### config.mk
export PLATFORM = sky130hd
export DESIGN_NAME = oneshot_periodic_timer_table_flat
export DESIGN_NICKNAME = d
export VERILOG_FILES = /design/src/hw/rtl/optu_pkg.sv /design/src/hw/rtl/optu_if.sv /design/src/hw/rtl/optu_alu.sv /design/src/hw/rtl/optu_slot_mem.sv /design/src/hw/rtl/oneshot_periodic_timer_table.sv /design/src/flat_wrapper.sv
export SDC_FILE = /design/constraint.sdc
export NUM_CORES = 2
export LEC_CHECK = 0
export ABC_AREA = 1
export BUFFER_PORTS_ARGS = -buffer_cell sky130_fd_sc_hd__buf_2
export CAP_MARGIN = 10
export CORE_MARGIN = 4
export CORE_UTILIZATION = 33
export CTS_CLUSTER_DIAMETER = 50
export DETAILED_ROUTE_END_ITERATION = 16
export GPL_TIMING_DRIVEN = 0
export PLACE_DENSITY = 0.46
export SYNTH_ARGS = -nofsm -noshare
export SYNTH_HDL_FRONTEND = slang
export SYNTH_SLANG_ARGS = --single-unit
### constraint.sdc
create_clock -name clk -period 7.6 [get_ports clk]
set_input_delay 0.76 -clock clk [delete_from_list [all_inputs] [get_ports clk]]
set_output_delay 0.76 -clock clk [all_outputs]
set_load 0.05 [all_outputs]
### src/hw/rtl/optu_pkg.sv
`default_nettype none
package optu_pkg;

  localparam int NUM_SLOTS_DEF   = 16;
  localparam int US_PER_TICK_DEF = 1000;

  localparam int TIME_W    = 64;
  localparam int OP_W      = 2;
  localparam int ID_W      = 4;
  localparam int US_W      = 32;

  typedef enum logic [OP_W-1:0] {
    OP_TICK   = 2'd0,
    OP_ARM    = 2'd1,
    OP_CANCEL = 2'd2,
    OP_RSVD   = 2'd3
  } op_t;

  typedef enum logic [1:0] {
    MODE_UNINIT   = 2'd0,
    MODE_EXPIRED  = 2'd1,
    MODE_DEADLINE = 2'd2,
    MODE_INTERVAL = 2'd3
  } mode_t;

  typedef enum logic {
    ALU_ADD = 1'b0,
    ALU_SUB = 1'b1
  } alu_op_t;

  typedef enum logic [3:0] {
    S_IDLE,
    S_TINC,
    S_RD,
    S_SUM,
    S_CMP,
    S_ADV,
    S_CAN,
    S_DIV,
    S_QADD,
    S_INC1,
    S_ARMW,
    S_TEND
  } st_t;

  typedef struct packed {
    logic tgt;
    logic lf;
  } mem_we_t;

  localparam logic KIND_STATUS = 1'b0;
  localparam logic KIND_EXPIRY = 1'b1;
  localparam logic ST_OK       = 1'b0;
  localparam logic ST_INVAL    = 1'b1;

endpackage
`default_nettype wire

### src/hw/rtl/optu_if.sv
`default_nettype none
interface optu_in_if;
  logic                        valid;
  logic                        ready;
  logic [optu_pkg::OP_W-1:0]   op;
  logic [optu_pkg::ID_W-1:0]   timer_id;
  logic                        periodic;
  logic [optu_pkg::US_W-1:0]   duration_us;

  modport source (output valid, output op, output timer_id, output periodic,
                  output duration_us, input ready);
  modport sink   (input valid, input op, input timer_id, input periodic,
                  input duration_us, output ready);
endinterface

interface optu_out_if;
  logic                        valid;
  logic                        ready;
  logic                        kind;
  logic [optu_pkg::ID_W-1:0]   fired_id;
  logic                        status;
  logic                        last;

  modport source (output valid, output kind, output fired_id, output status,
                  output last, input ready);
  modport sink   (input valid, input kind, input fired_id, input status,
                  input last, output ready);
endinterface
`default_nettype wire

### src/hw/rtl/optu_alu.sv
`default_nettype none
module optu_alu (
  input  wire logic [optu_pkg::TIME_W-1:0] a,
  input  wire logic [optu_pkg::TIME_W-1:0] b,
  input  wire optu_pkg::alu_op_t           op,
  output logic      [optu_pkg::TIME_W-1:0] res,
  output logic                             carry
);

  logic [optu_pkg::TIME_W-1:0] b_sel;
  logic [optu_pkg::TIME_W:0]   sum;

  // subtract as a + ~b + 1, carry out set means a >= b
  always_comb begin
    b_sel = (op == optu_pkg::ALU_SUB) ? ~b : b;
    sum   = {1'b0, a} + {1'b0, b_sel} + {{optu_pkg::TIME_W{1'b0}}, (op == optu_pkg::ALU_SUB)};
    res   = sum[optu_pkg::TIME_W-1:0];
    carry = sum[optu_pkg::TIME_W];
  end

endmodule
`default_nettype wire

### src/hw/rtl/optu_slot_mem.sv
`default_nettype none
module optu_slot_mem #(
  parameter int NUM_SLOTS = optu_pkg::NUM_SLOTS_DEF
) (
  input  wire logic                               clk,
  input  wire optu_pkg::mem_we_t                  we,
  input  wire logic [(NUM_SLOTS > 1 ? $clog2(NUM_SLOTS) : 1)-1:0] waddr,
  input  wire logic [optu_pkg::TIME_W-1:0]        wtgt,
  input  wire logic [optu_pkg::TIME_W-1:0]        wlf,
  input  wire logic [(NUM_SLOTS > 1 ? $clog2(NUM_SLOTS) : 1)-1:0] raddr,
  output logic      [optu_pkg::TIME_W-1:0]        rtgt,
  output logic      [optu_pkg::TIME_W-1:0]        rlf
);

  logic [optu_pkg::TIME_W-1:0] tgt_mem [NUM_SLOTS];
  logic [optu_pkg::TIME_W-1:0] lf_mem  [NUM_SLOTS];

  always_ff @(posedge clk) begin
    if (we.tgt) begin
      tgt_mem[waddr] <= wtgt;
    end
    if (we.lf) begin
      lf_mem[waddr] <= wlf;
    end
    rtgt <= tgt_mem[raddr];
    rlf  <= lf_mem[raddr];
  end

endmodule
`default_nettype wire

### src/hw/rtl/oneshot_periodic_timer_table.sv
// tick: bump the counter, scan every slot, compare armed ones, then hand off the last beat
// arm: the quotient by US_PER_TICK comes from a reciprocal product and one add
// one item at a time, in_ch.ready only when idle
// results leave through an output register; a full register stalls the scan
// synchronous active-low reset clears the tick counter and all slot modes to uninitialized
// slot target and last-fire memories are not cleared; they are read only once a slot is armed
`default_nettype none
module oneshot_periodic_timer_table #(
  parameter int NUM_SLOTS   = optu_pkg::NUM_SLOTS_DEF,
  parameter int US_PER_TICK = optu_pkg::US_PER_TICK_DEF
) (
  input  wire logic   clk,
  input  wire logic   rst_n,
  optu_in_if.sink     in_ch,
  optu_out_if.source  out_ch
);

  localparam int SW    = (NUM_SLOTS > 1) ? $clog2(NUM_SLOTS) : 1;
  localparam int TW    = optu_pkg::TIME_W;
  localparam int IW    = optu_pkg::ID_W;
  localparam int UW    = optu_pkg::US_W;
  localparam logic [SW-1:0]    LAST_IDX = SW'(NUM_SLOTS - 1);
  // floor(x / US_PER_TICK) = (x * RECIP) >> RECIP_SH, exact for every 32-bit x
  localparam int             RECIP_SH = UW + $clog2(US_PER_TICK);
  localparam logic [TW-1:0]  RECIP    = ((TW'(1) << RECIP_SH) + TW'(US_PER_TICK) - TW'(1))
                                        / TW'(US_PER_TICK);
  localparam logic [UW-1:0]  RECIP_LO = RECIP[UW-1:0];
  localparam logic           RECIP_HI = RECIP[UW];

  optu_pkg::st_t   state_r, state_nxt;
  logic [TW-1:0]   now_r, now_nxt;
  logic [IW-1:0]   id_r, id_nxt;
  logic            per_r, per_nxt;
  logic [UW-1:0]   q_r, q_nxt;
  logic [SW-1:0]   idx_r, idx_nxt;
  logic [TW-1:0]   thr_r, thr_nxt;
  logic [TW-1:0]   ticks_r, ticks_nxt;
  logic            pend_v_r, pend_v_nxt;
  logic            pend_kind_r, pend_kind_nxt;
  logic [IW-1:0]   pend_id_r, pend_id_nxt;
  logic            pend_st_r, pend_st_nxt;
  logic            out_v_r, out_v_nxt;
  logic            out_kind_r, out_kind_nxt;
  logic [IW-1:0]   out_id_r, out_id_nxt;
  logic            out_st_r, out_st_nxt;
  logic            out_last_r, out_last_nxt;
  optu_pkg::mode_t mode_r [NUM_SLOTS];

  optu_pkg::mode_t mode_rd, mode_wdata;
  logic            mode_we;
  logic [SW-1:0]   mode_addr, id_slot;
  logic            accept, id_ok, out_free, push, push_last;

  logic [TW-1:0]     alu_a, alu_b, alu_res;
  optu_pkg::alu_op_t alu_op;
  logic              alu_carry;

  optu_pkg::mem_we_t mem_we;
  logic [TW-1:0]     mem_wtgt, mem_rtgt, mem_rlf;
  logic [SW-1:0]     mem_waddr;

  optu_alu u_alu (
    .a     (alu_a),
    .b     (alu_b),
    .op    (alu_op),
    .res   (alu_res),
    .carry (alu_carry)
  );

  optu_slot_mem #(.NUM_SLOTS(NUM_SLOTS)) u_mem (
    .clk   (clk),
    .we    (mem_we),
    .waddr (mem_waddr),
    .wtgt  (mem_wtgt),
    .wlf   (now_r),
    .raddr (idx_r),
    .rtgt  (mem_rtgt),
    .rlf   (mem_rlf)
  );

  assign in_ch.ready     = (state_r == optu_pkg::S_IDLE);
  assign accept          = in_ch.valid && in_ch.ready;
  assign id_ok           = int'(in_ch.timer_id) < NUM_SLOTS;
  assign out_free        = !out_v_r || out_ch.ready;
  assign id_slot         = SW'(id_r);
  assign mode_addr       = (state_r == optu_pkg::S_CAN || state_r == optu_pkg::S_ARMW)
                           ? id_slot : idx_r;
  assign mode_rd         = mode_r[mode_addr];
  assign mem_waddr       = (state_r == optu_pkg::S_ARMW) ? id_slot : idx_r;

  assign out_ch.valid    = out_v_r;
  assign out_ch.kind     = out_kind_r;
  assign out_ch.fired_id = out_id_r;
  assign out_ch.status   = out_st_r;
  assign out_ch.last     = out_last_r;

  // next state
  always_comb begin
    state_nxt = state_r;
    case (state_r)
      optu_pkg::S_IDLE: begin
        if (accept) begin
          case (optu_pkg::op_t'(in_ch.op))
            optu_pkg::OP_TICK:   state_nxt = optu_pkg::S_TINC;
            optu_pkg::OP_ARM:    state_nxt = (id_ok && in_ch.duration_us != '0)
                                             ? optu_pkg::S_DIV : optu_pkg::S_TEND;
            optu_pkg::OP_CANCEL: state_nxt = id_ok ? optu_pkg::S_CAN : optu_pkg::S_TEND;
            default:             state_nxt = optu_pkg::S_TEND;
          endcase
        end
      end
      optu_pkg::S_TINC: state_nxt = optu_pkg::S_RD;
      optu_pkg::S_RD: begin
        if (mode_rd == optu_pkg::MODE_DEADLINE || mode_rd == optu_pkg::MODE_INTERVAL) begin
          state_nxt = optu_pkg::S_SUM;
        end else begin
          state_nxt = optu_pkg::S_ADV;
        end
      end
      optu_pkg::S_SUM: state_nxt = optu_pkg::S_CMP;
      optu_pkg::S_CMP: begin
        if (!(alu_carry && pend_v_r && !out_free)) begin
          state_nxt = optu_pkg::S_ADV;
        end
      end
      optu_pkg::S_ADV:  state_nxt = (idx_r == LAST_IDX) ? optu_pkg::S_TEND : optu_pkg::S_RD;
      optu_pkg::S_CAN:  state_nxt = optu_pkg::S_TEND;
      optu_pkg::S_DIV:  state_nxt = optu_pkg::S_QADD;
      optu_pkg::S_QADD: state_nxt = optu_pkg::S_INC1;
      optu_pkg::S_INC1: state_nxt = optu_pkg::S_ARMW;
      optu_pkg::S_ARMW: state_nxt = optu_pkg::S_TEND;
      optu_pkg::S_TEND: begin
        if (!pend_v_r || out_free) begin
          state_nxt = optu_pkg::S_IDLE;
        end
      end
      default: state_nxt = optu_pkg::S_IDLE;
    endcase
  end

  // datapath and outputs
  always_comb begin
    now_nxt       = now_r;
    id_nxt        = id_r;
    per_nxt       = per_r;
    q_nxt         = q_r;
    idx_nxt       = idx_r;
    thr_nxt       = thr_r;
    ticks_nxt     = ticks_r;
    pend_v_nxt    = pend_v_r;
    pend_kind_nxt = pend_kind_r;
    pend_id_nxt   = pend_id_r;
    pend_st_nxt   = pend_st_r;
    alu_a         = now_r;
    alu_b         = '0;
    alu_op        = optu_pkg::ALU_ADD;
    mem_we        = '0;
    mem_wtgt      = ticks_r;
    mode_we       = 1'b0;
    mode_wdata    = optu_pkg::MODE_EXPIRED;
    push          = 1'b0;
    push_last     = 1'b0;

    case (state_r)
      optu_pkg::S_IDLE: begin
        if (accept) begin
          id_nxt  = in_ch.timer_id;
          per_nxt = in_ch.periodic;
          q_nxt   = in_ch.duration_us;
          // rejected or unknown commands answer right away
          if ((in_ch.op == optu_pkg::OP_ARM && (!id_ok || in_ch.duration_us == '0)) ||
              (in_ch.op == optu_pkg::OP_CANCEL && !id_ok) ||
              (in_ch.op == optu_pkg::OP_RSVD)) begin
            pend_v_nxt    = 1'b1;
            pend_kind_nxt = optu_pkg::KIND_STATUS;
            pend_id_nxt   = in_ch.timer_id;
            pend_st_nxt   = optu_pkg::ST_INVAL;
          end
        end
      end
      optu_pkg::S_TINC: begin
        alu_b   = TW'(1);
        now_nxt = alu_res;
        idx_nxt = '0;
      end
      optu_pkg::S_SUM: begin
        if (mode_rd == optu_pkg::MODE_INTERVAL) begin
          alu_a   = mem_rtgt;
          alu_b   = mem_rlf;
          thr_nxt = alu_res;
        end else begin
          thr_nxt = mem_rtgt;
        end
      end
      optu_pkg::S_CMP: begin
        alu_b  = thr_r;
        alu_op = optu_pkg::ALU_SUB;
        // hold one notice back so the final one can carry last
        if (alu_carry && (!pend_v_r || out_free)) begin
          mem_we.lf = 1'b1;
          if (mode_rd == optu_pkg::MODE_DEADLINE) begin
            mode_we = 1'b1;
          end
          push          = pend_v_r;
          pend_v_nxt    = 1'b1;
          pend_kind_nxt = optu_pkg::KIND_EXPIRY;
          pend_id_nxt   = IW'(idx_r);
          pend_st_nxt   = optu_pkg::ST_OK;
        end
      end
      optu_pkg::S_ADV: begin
        if (idx_r != LAST_IDX) begin
          idx_nxt = idx_r + SW'(1);
        end
      end
      optu_pkg::S_CAN: begin
        pend_v_nxt    = 1'b1;
        pend_kind_nxt = optu_pkg::KIND_STATUS;
        pend_id_nxt   = id_r;
        if (mode_rd == optu_pkg::MODE_UNINIT) begin
          pend_st_nxt = optu_pkg::ST_INVAL;
        end else begin
          pend_st_nxt = optu_pkg::ST_OK;
          mode_we     = 1'b1;
        end
      end
      optu_pkg::S_DIV: begin
        // 32 by 32 product with the low word of the reciprocal, parked in ticks_r
        ticks_nxt = TW'(q_r) * TW'(RECIP_LO);
      end
      optu_pkg::S_QADD: begin
        // add the reciprocal's top bit, then keep the quotient bits
        alu_a = ticks_r;
        alu_b = RECIP_HI ? {q_r, {UW{1'b0}}} : '0;
        q_nxt = UW'({alu_carry, alu_res} >> RECIP_SH);
      end
      optu_pkg::S_INC1: begin
        alu_a     = TW'(q_r);
        alu_b     = TW'(1);
        ticks_nxt = alu_res;
      end
      optu_pkg::S_ARMW: begin
        alu_b      = ticks_r;
        mem_we     = '{tgt: 1'b1, lf: 1'b1};
        mem_wtgt   = per_r ? ticks_r : alu_res;
        mode_we    = 1'b1;
        mode_wdata = per_r ? optu_pkg::MODE_INTERVAL : optu_pkg::MODE_DEADLINE;
        pend_v_nxt    = 1'b1;
        pend_kind_nxt = optu_pkg::KIND_STATUS;
        pend_id_nxt   = id_r;
        pend_st_nxt   = optu_pkg::ST_OK;
      end
      optu_pkg::S_TEND: begin
        if (pend_v_r && out_free) begin
          push       = 1'b1;
          push_last  = 1'b1;
          pend_v_nxt = 1'b0;
        end
      end
      default: begin
      end
    endcase

    out_v_nxt    = out_v_r;
    out_kind_nxt = out_kind_r;
    out_id_nxt   = out_id_r;
    out_st_nxt   = out_st_r;
    out_last_nxt = out_last_r;
    if (push) begin
      out_v_nxt    = 1'b1;
      out_kind_nxt = pend_kind_r;
      out_id_nxt   = pend_id_r;
      out_st_nxt   = pend_st_r;
      out_last_nxt = push_last;
    end else if (out_ch.ready) begin
      out_v_nxt = 1'b0;
    end
  end

  always_ff @(posedge clk) begin
    if (!rst_n) begin
      state_r  <= optu_pkg::S_IDLE;
      now_r    <= '0;
      pend_v_r <= 1'b0;
      out_v_r  <= 1'b0;
      for (int s = 0; s < NUM_SLOTS; s++) begin
        mode_r[s] <= optu_pkg::MODE_UNINIT;
      end
    end else begin
      state_r  <= state_nxt;
      now_r    <= now_nxt;
      pend_v_r <= pend_v_nxt;
      out_v_r  <= out_v_nxt;
      if (mode_we) begin
        mode_r[mode_addr] <= mode_wdata;
      end
    end
  end

  always_ff @(posedge clk) begin
    id_r        <= id_nxt;
    per_r       <= per_nxt;
    q_r         <= q_nxt;
    idx_r       <= idx_nxt;
    thr_r       <= thr_nxt;
    ticks_r     <= ticks_nxt;
    pend_kind_r <= pend_kind_nxt;
    pend_id_r   <= pend_id_nxt;
    pend_st_r   <= pend_st_nxt;
    out_kind_r  <= out_kind_nxt;
    out_id_r    <= out_id_nxt;
    out_st_r    <= out_st_nxt;
    out_last_r  <= out_last_nxt;
  end

  a_idle_no_pend: assert property (@(posedge clk) disable iff (!rst_n)
    in_ch.ready |-> !pend_v_r)
    else $error("input ready while a result is still pending");

  a_push_free: assert property (@(posedge clk) disable iff (!rst_n)
    push |-> out_free)
    else $error("result beat pushed into a full output register");

  a_tick_inc: assert property (@(posedge clk) disable iff (!rst_n)
    (state_r == optu_pkg::S_TINC) |=> (now_r == $past(now_r) + TW'(1)))
    else $error("tick counter did not advance by one");

  a_div_seq: assert property (@(posedge clk) disable iff (!rst_n)
    (state_r == optu_pkg::S_DIV) |=> (state_r == optu_pkg::S_QADD))
    else $error("reciprocal product not followed by its high-part add");

endmodule
`default_nettype wire

### src/flat_wrapper.sv
// flat-port wrapper written by rule: the top's interface ports become plain ports
module oneshot_periodic_timer_table_flat 
#(
  parameter int NUM_SLOTS   = optu_pkg::NUM_SLOTS_DEF,
  parameter int US_PER_TICK = optu_pkg::US_PER_TICK_DEF
)
  (clk, rst_n, in_ch_valid, in_ch_op, in_ch_timer_id, in_ch_periodic, in_ch_duration_us, in_ch_ready, out_ch_valid, out_ch_kind, out_ch_fired_id, out_ch_status, out_ch_last, out_ch_ready);
  optu_in_if in_ch_i ();
  optu_out_if out_ch_i ();
  input  wire logic clk;
  input  wire logic rst_n;
  input wire logic [$bits(in_ch_i.valid)-1:0] in_ch_valid;
  input wire logic [$bits(in_ch_i.op)-1:0] in_ch_op;
  input wire logic [$bits(in_ch_i.timer_id)-1:0] in_ch_timer_id;
  input wire logic [$bits(in_ch_i.periodic)-1:0] in_ch_periodic;
  input wire logic [$bits(in_ch_i.duration_us)-1:0] in_ch_duration_us;
  output wire logic [$bits(in_ch_i.ready)-1:0] in_ch_ready;
  output wire logic [$bits(out_ch_i.valid)-1:0] out_ch_valid;
  output wire logic [$bits(out_ch_i.kind)-1:0] out_ch_kind;
  output wire logic [$bits(out_ch_i.fired_id)-1:0] out_ch_fired_id;
  output wire logic [$bits(out_ch_i.status)-1:0] out_ch_status;
  output wire logic [$bits(out_ch_i.last)-1:0] out_ch_last;
  input wire logic [$bits(out_ch_i.ready)-1:0] out_ch_ready;
  assign in_ch_i.valid = in_ch_valid;
  assign in_ch_i.op = in_ch_op;
  assign in_ch_i.timer_id = in_ch_timer_id;
  assign in_ch_i.periodic = in_ch_periodic;
  assign in_ch_i.duration_us = in_ch_duration_us;
  assign in_ch_ready = in_ch_i.ready;
  assign out_ch_valid = out_ch_i.valid;
  assign out_ch_kind = out_ch_i.kind;
  assign out_ch_fired_id = out_ch_i.fired_id;
  assign out_ch_status = out_ch_i.status;
  assign out_ch_last = out_ch_i.last;
  assign out_ch_i.ready = out_ch_ready;
  oneshot_periodic_timer_table #(.NUM_SLOTS(NUM_SLOTS), .US_PER_TICK(US_PER_TICK)) u_core (.clk(clk), .rst_n(rst_n), .in_ch(in_ch_i), .out_ch(out_ch_i));
endmodule
Yosys cells after proc, flatten, opt, wreduce, memory -nomap -nowiden. Memories as Yosys holds them, arrays and structs flattened. A register that Yosys moved wholly into a read port is not among the register bits. Cells that the tools add are included.

Bits in registers: 252. Memories: 3. RAM bits: 2080. Output and inout port bits: 9. Word-level logic and storage cells: 150. Input bits: 43.

Memory list: u_core.u_mem.lf_mem (depth 16, width 64, rd ports 1, clocked after Yosys merged registers in 1, wr ports 1, line optu_slot_mem.sv:16) `logic [optu_pkg::TIME_W-1:0] lf_mem [NUM_SLOTS];`; u_core.u_mem.tgt_mem (depth 16, width 64, rd ports 1, clocked after Yosys merged registers in 1, wr ports 1, line optu_slot_mem.sv:15) `logic [optu_pkg::TIME_W-1:0] tgt_mem [NUM_SLOTS];`; u_core.mode_r (depth 16, width 2, rd ports 1, clocked after Yosys merged registers in 0, wr ports 16, line oneshot_periodic_timer_table.sv:47) `optu_pkg::mode_t mode_r [NUM_SLOTS];`.

Reductions and logical operators: 36. $mul: 1. Equality and inequality tests: 25. Bitwise operators: 1. Multiplexer cells: 64. Add/sub/neg operators: 3.

Operators with widths (count): 64-bit two-way mux (6); 64-bit one-hot mux with 5 select lines (1); 64-bit one-hot mux with 3 select lines (1); 64-bit one-hot mux with 2 select lines (1); 64-bit by 64-bit adder with 65-bit output (1); 65-bit by 1-bit adder with 65-bit output (1); 64-bit inverter (1); 32-bit one-hot mux with 2 select lines (1); 32-bit by 23-bit multiplier with 55-bit output, second input constant (1); 4-bit two-way mux (12); 4-bit one-hot mux with 11 select lines (1); 32-bit zero test (1); 32-bit two-way mux (1); 32-bit nonzero test (1); 1-bit two-way mux (28); 4-bit one-hot mux with 3 select lines (2); 4-bit equality test, second input constant (5); 4-bit by 3-bit equality test with 1-bit output, second input constant (4); 2-bit equality test, second input constant (4); 4-bit by 2-bit equality test with 1-bit output, second input constant (2); 2-bit by 1-bit inequality test with 1-bit output, second input constant (4); 1-bit one-hot mux with 4 select lines (2); 4-bit one-hot mux with 2 select lines (1); 4-bit AND reduction (2); 21 further kinds (46).

Longest topological paths before layout. An unclocked memory read counts as a cell.

Depth in word-level cells: 19. Gate-level depth with buffers: 46. Depth with buffers taken out: 43.

By module. A second synthesis with hierarchy kept.

Cell total of the unflattened synthesis: 12604. Area, all modules: 123257.0 µm².

By module, submodules not included: optu_slot_mem (area an instance 87378.8 µm², cells each 7706, instances 1); oneshot_periodic_timer_table (area an instance 29995.0 µm², cells each 3731, instances 1); optu_alu (area an instance 5883.1 µm², cells each 1167, instances 1).

Worst setup path before layout. OpenSTA, ideal clock, no wires.

Path type: register to register. Start point: register u_core.state_r[3]. End point: memory u_core.u_mem.lf_mem[0][0] (netlist bit) (enable). Cell stages (with the launch flop): 27. Path buffers: 3. Arrival time: 7.842 ns. Path slack: -0.728 ns. Library setup time: 0.487 ns. Path through: dfxtp_1 > nor2_1 > inv_1 > nor2_1 > buf_2 > buf_1 > nand3_1 > a31oi_1 > ha_1 > nand2_1 > o21ai_1 > nand2_1 > nand2_1 > nand2_1 > nand2_1 > a21o_1 > a21oi_1 > o21ai_1 > nand2_1 > nand3_1 > nand2_1 > nor2_1 > inv_1 > nand2_1 > inv_1 > clkbuf_1 > nor2_1.

Longest elaborated chain between the ends: 16.

RTL lines: start, declared (line oneshot_periodic_timer_table.sv:30) `optu_pkg::st_t state_r, state_nxt;`; start signal, assigned (line oneshot_periodic_timer_table.sv:282) `state_r <= optu_pkg::S_IDLE;`; start signal, assigned (line oneshot_periodic_timer_table.sv:290) `state_r <= state_nxt;`; 4-bit by 3-bit equality test with 1-bit output / 4-bit equality test (equally long branches) (line oneshot_periodic_timer_table.sv:86, oneshot_periodic_timer_table.sv:89, oneshot_periodic_timer_table.sv:164); 1-bit logical OR (line oneshot_periodic_timer_table.sv:86) `assign mode_addr = (state_r == optu_pkg::S_CAN || state_r == optu_pkg::S_ARMW)`; 4-bit two-way mux (line oneshot_periodic_timer_table.sv:87) `? id_slot : idx_r;`; memory 16 x 2 bit; 2-bit equality test (line oneshot_periodic_timer_table.sv:187) `if (mode_rd == optu_pkg::MODE_INTERVAL) begin`; 64-bit two-way mux (line oneshot_periodic_timer_table.sv:187); 64-bit one-hot mux with 5 select lines (line oneshot_periodic_timer_table.sv:164) `case (state_r)`; 64-bit inverter (line optu_alu.sv:15) `b_sel = (op == optu_pkg::ALU_SUB) ? ~b : b;`; 64-bit two-way mux (line optu_alu.sv:15); 64-bit by 64-bit adder with 65-bit output (line optu_alu.sv:16) `sum = {1'b0, a} + {1'b0, b_sel} + {{optu_pkg::TIME_W{1'b0}}, (op == optu_pkg::ALU_SUB)};`; 65-bit by 1-bit adder with 65-bit output (line optu_alu.sv:16); 1-bit logical AND (line oneshot_periodic_timer_table.sv:199) `if (alu_carry && (!pend_v_r || out_free)) begin`; 1-bit two-way mux (line oneshot_periodic_timer_table.sv:199); 1-bit one-hot mux with 2 select lines (line oneshot_periodic_timer_table.sv:164); 1-bit two-way mux (line optu_slot_mem.sv:22) `if (we.lf) begin`; 1-bit two-way mux (not written as such) (line optu_slot_mem.sv:23) `lf_mem[waddr] <= wlf;`; end, declared (line optu_slot_mem.sv:16).

Parallel ways exist; a longest one is shown, timed or not.

Worst setup path in the final report.
Start point: register u_core.state_r[3]. End point: memory u_core.u_mem.tgt_mem[0][56] (netlist bit) (data pin).

Longest elaborated chain between the ends: 13.

RTL lines: 4-bit by 3-bit equality test with 1-bit output / 4-bit equality test (equally long branches) (line oneshot_periodic_timer_table.sv:86, oneshot_periodic_timer_table.sv:164); 1-bit logical OR (line oneshot_periodic_timer_table.sv:86); 4-bit two-way mux (line oneshot_periodic_timer_table.sv:87); memory 16 x 2 bit; 2-bit equality test (line oneshot_periodic_timer_table.sv:187); 64-bit two-way mux (line oneshot_periodic_timer_table.sv:187); 64-bit one-hot mux with 5 select lines (line oneshot_periodic_timer_table.sv:164); 64-bit inverter (line optu_alu.sv:15); 64-bit two-way mux (line optu_alu.sv:15); 64-bit by 64-bit adder with 65-bit output (line optu_alu.sv:16); 65-bit by 1-bit adder with 65-bit output (line optu_alu.sv:16); 64-bit two-way mux (line oneshot_periodic_timer_table.sv:245) `mem_wtgt = per_r ? ticks_r : alu_res;`; 64-bit two-way mux * (line oneshot_periodic_timer_table.sv:164); via u_core.mem_wtgt[56] (line oneshot_periodic_timer_table.sv:59) `logic [TW-1:0] mem_wtgt, mem_rtgt, mem_rlf;`; end, declared (line optu_slot_mem.sv:15).

Mark *: on every way through the listed nets, which the timed path passes. The rest lies on a longest branch.

==> metrics.txt <==
status complete, but fails checks; failing checks max-capacitance violations, max-slew violations; Slew @ Worst Pin 1.53 ns; clk buf depth 4; count of unique library cells instantiated by Yosys 64; FF+latch count, synth 2460; CP endpoint kind register; Cell Chain, Critical Path inv_1, nor2_2, inv_1, nor2_1, nor3_1, inv_1, clkbuf_1, clkbuf_1, nor2_1, a31oi_1, ha_2, a21oi_1, inv_1, a31oi_2, o21ai_0, a221oi_4, o21ai_4, buf_4, xor2_1, o21ai_0, inv_1; busiest grt layer met2; Die Wd approximately 600 um; Min Hold Slack 0.0895 ns; # Max-Cap Violations 2; critical path peak fanout 16; commonest non-fill, non-tap cell in the layout edfxtp_1; CTS root buffer clkbuf_16; die area 0.359 sq mm; most frequent cells in the layout 2262 x edfxtp_1, 1361 x nor2_1, 1287 x o21ai_0; Vias about 88000; Slew headroom -2.86%; Arrival @ worst endpoint between 8 and 9 ns; post-place setup slack -3.54 ns; largest net degree at the start of global routing 42; Slew Limit Fails 4; Routed WL roughly 520 mm; CTS tree built; Final min period 7.58 ns; dominant register cell in the synthesized netlist edfxtp_1; grt total ovfl 0; sequential cell area fraction in the yosys report between 60% and 70%; grt met2 use 41.2%; post-route cell area 0.138 sq mm; Layout area overhead 19.4%; crit-path max cell delay ~0.81 ns; Post-synth EDFFs 2262; Via density roughly 5.5; unrepaired setup endpoints after global routing true; htree depth 5; initial core utilization 33.2%; clock-pin slew on the worst setup and hold paths 0.06 ns; routing usage on met3 about 8%; first-pass GRT wire length 700 mm; Syn Inst Count 10300; DRC Markers 0; startpoint types register; Synth Warn # 0; FP Rows 216; Synth area leader edfxtp_1; number of I/O pins 52; Crit Path Class reg -> reg; post-route setup slack about 0.018 ns; period utilisation layout 99.8%; GR Layer Usage met1 38.7%; Post-synth ARST share 0%; Nets around 12000; syn_area_per_cell 11.2 sq um; top cell type's share of synthesized area between 50% and 60%; antenna violations before repair 58; I/O Buffers 51; final worst clock skew ~0.054 ns; placed inst area 0.125 sq mm; CTS Buf Count 335; HP Class in -> reg; dpl hpwl 396 mm; first-pass iteration count of the detailed router 6; critical path's slowest cell clkbuf_1; Placer Congestion 1.04; f_max 0.132 GHz; CP most frequent cell inv_1; Final Hold Fails 0; fraction of layout cells with a size suffix above 1 about a tenth; Synth Net Count between 10000 and 15000; synthesized cell area roughly 0.12 sq mm; post-route ant nets 0; Fillers 33700; routed length per instance 32.8 um; Iter 0 DRT Violations 11500; GR Util All Layers 28.1%; vias in the first global route about 84000; # setup viols final 0; Die Ht 599 um; core footprint 0.347 sq mm; CTS sink count 2460; Synth area leaders edfxtp_1 59%, o21ai_0 5.8%, fa_1 4.8%, nor2_1 4.6%, ha_1 4.0%; Clk Latency, worst-skew pair 0.94 ns; CP required 8.24 ns
[stage by stage]
stage | TNS, ns | utilization (%) | instances
2_1_floorplan | -667.00 | - | 10300
3_5_place_dp | -3384.07 | 36.0 | 15100
3_3_place_gp | - | 35.0 | 14900
6_report | 0 | 39.7 | 15800
4_1_cts | 0 | 39.5 | 15800
5_1_grt | -0.370 | 39.7 | 15800
[flip-flops by register name, summed over array words and instances (netlist names), 4 cells and up]
signal	cells
u_core.u_mem.tgt_mem	1024
u_core.u_mem.lf_mem	1024
u_core.id_r	4
u_core.u_mem.rlf	64
u_core.q_r	32
u_core.mode_r	32
u_core.idx_r	4
u_core.now_r	64
u_core.pend_id_r	4
u_core.out_ch.fired_id	4
u_core.u_mem.rtgt	64
u_core.thr_r	64
u_core.ticks_r	64
u_core.state_r	4
[cell type report]
type / count / area, sq um / share of cell area, %
tap: 4578 / 5730 / 4.16
multi-input combinational: 6181 / 37900 / 27.6
clock inverter: 203 / 2170 / 1.57
antenna: 20 / 50.0 / 0.0363
clock buffer: 418 / 9000 / 6.54
sequential: 2460 / 71900 / 52.2
buffer: 572 / 2310 / 1.68
timing repair buffer: 328 / 4670 / 3.39
inverter: 1040 / 3930 / 2.85
[metal layers]
metal	vias up	part of all wire, %	wire length (um)
met5	-	0.027	141
met4	20	5.0	26100
met3	833	10	53600
met2	4170	42	219000
met1	44800	42	219000
li1	37800	-	-
[final timing paths]
check,from,to,slack [ns],cells past startpoint
setup / recovery,u_core.state_r[3],u_core.u_mem.tgt_mem[0][56],0.02,21
hold / removal,in_ch_timer_id[0],u_core.id_r[0],0.09,1
setup reg to reg,u_core.state_r[3],u_core.u_mem.tgt_mem[0][56],0.02,21
hold reg to reg,u_core.pend_id_r[1],u_core.out_ch.fired_id[1],0.42,0
[logic make-up after synthesis]
group                    share of synthesized area (%)
flip-flops                                        62.3
AND/OR/NAND/NOR                                   10.3
buffers and inverters                             5.29
multiplexers                                    0.0174
adder cells (fa/ha/maj)                           8.79
AO/OA/AOI/OAI                                     12.7
XOR/XNOR                                         0.572
[Yosys cell counts, drive strengths merged (4+ instances only)]
cell type     n
o21a         14
inv        1038
nand4         7
edfxtp     2262
o2111ai       4
xnor2        39
o21ai      1369
xor2         32
a31oi        98
nor2       1409
a21oi       271
nand3       369
nor3         21
nor4         12
a22oi        30
a221oi       37
o31ai        24
a211oi        7
o221ai      220
a21o          7
ha          370
o21bai        4
buf          43
clkbuf      530
o211ai       85
nand3b        8
nand2      1099
or2          23
dfxtp       198
a21boi        7
fa          275
o22ai       323
[critical path: cells and delay by family (launching register included)]
family	cells	cell delay, ns
flops	1	0.40
buf+inv	8	2.49
xor+xnor	1	0.80
compound gates	7	2.27
fa+ha+maj	1	0.38
simple gates	4	0.92
[repair_timing]
item	in CTS	in global routing
cloned	1	4
setup buffers	84	14
hold endpoints to repair	1	0
setup endpoints to repair	1860	1316
gates resized for setup	82	63
pin swaps	13	16
hold buffers	1	0
Power is left out: the tool's default activity adds up to more than one toggle a clock period on the data nets, which glitch-free logic cannot reach.
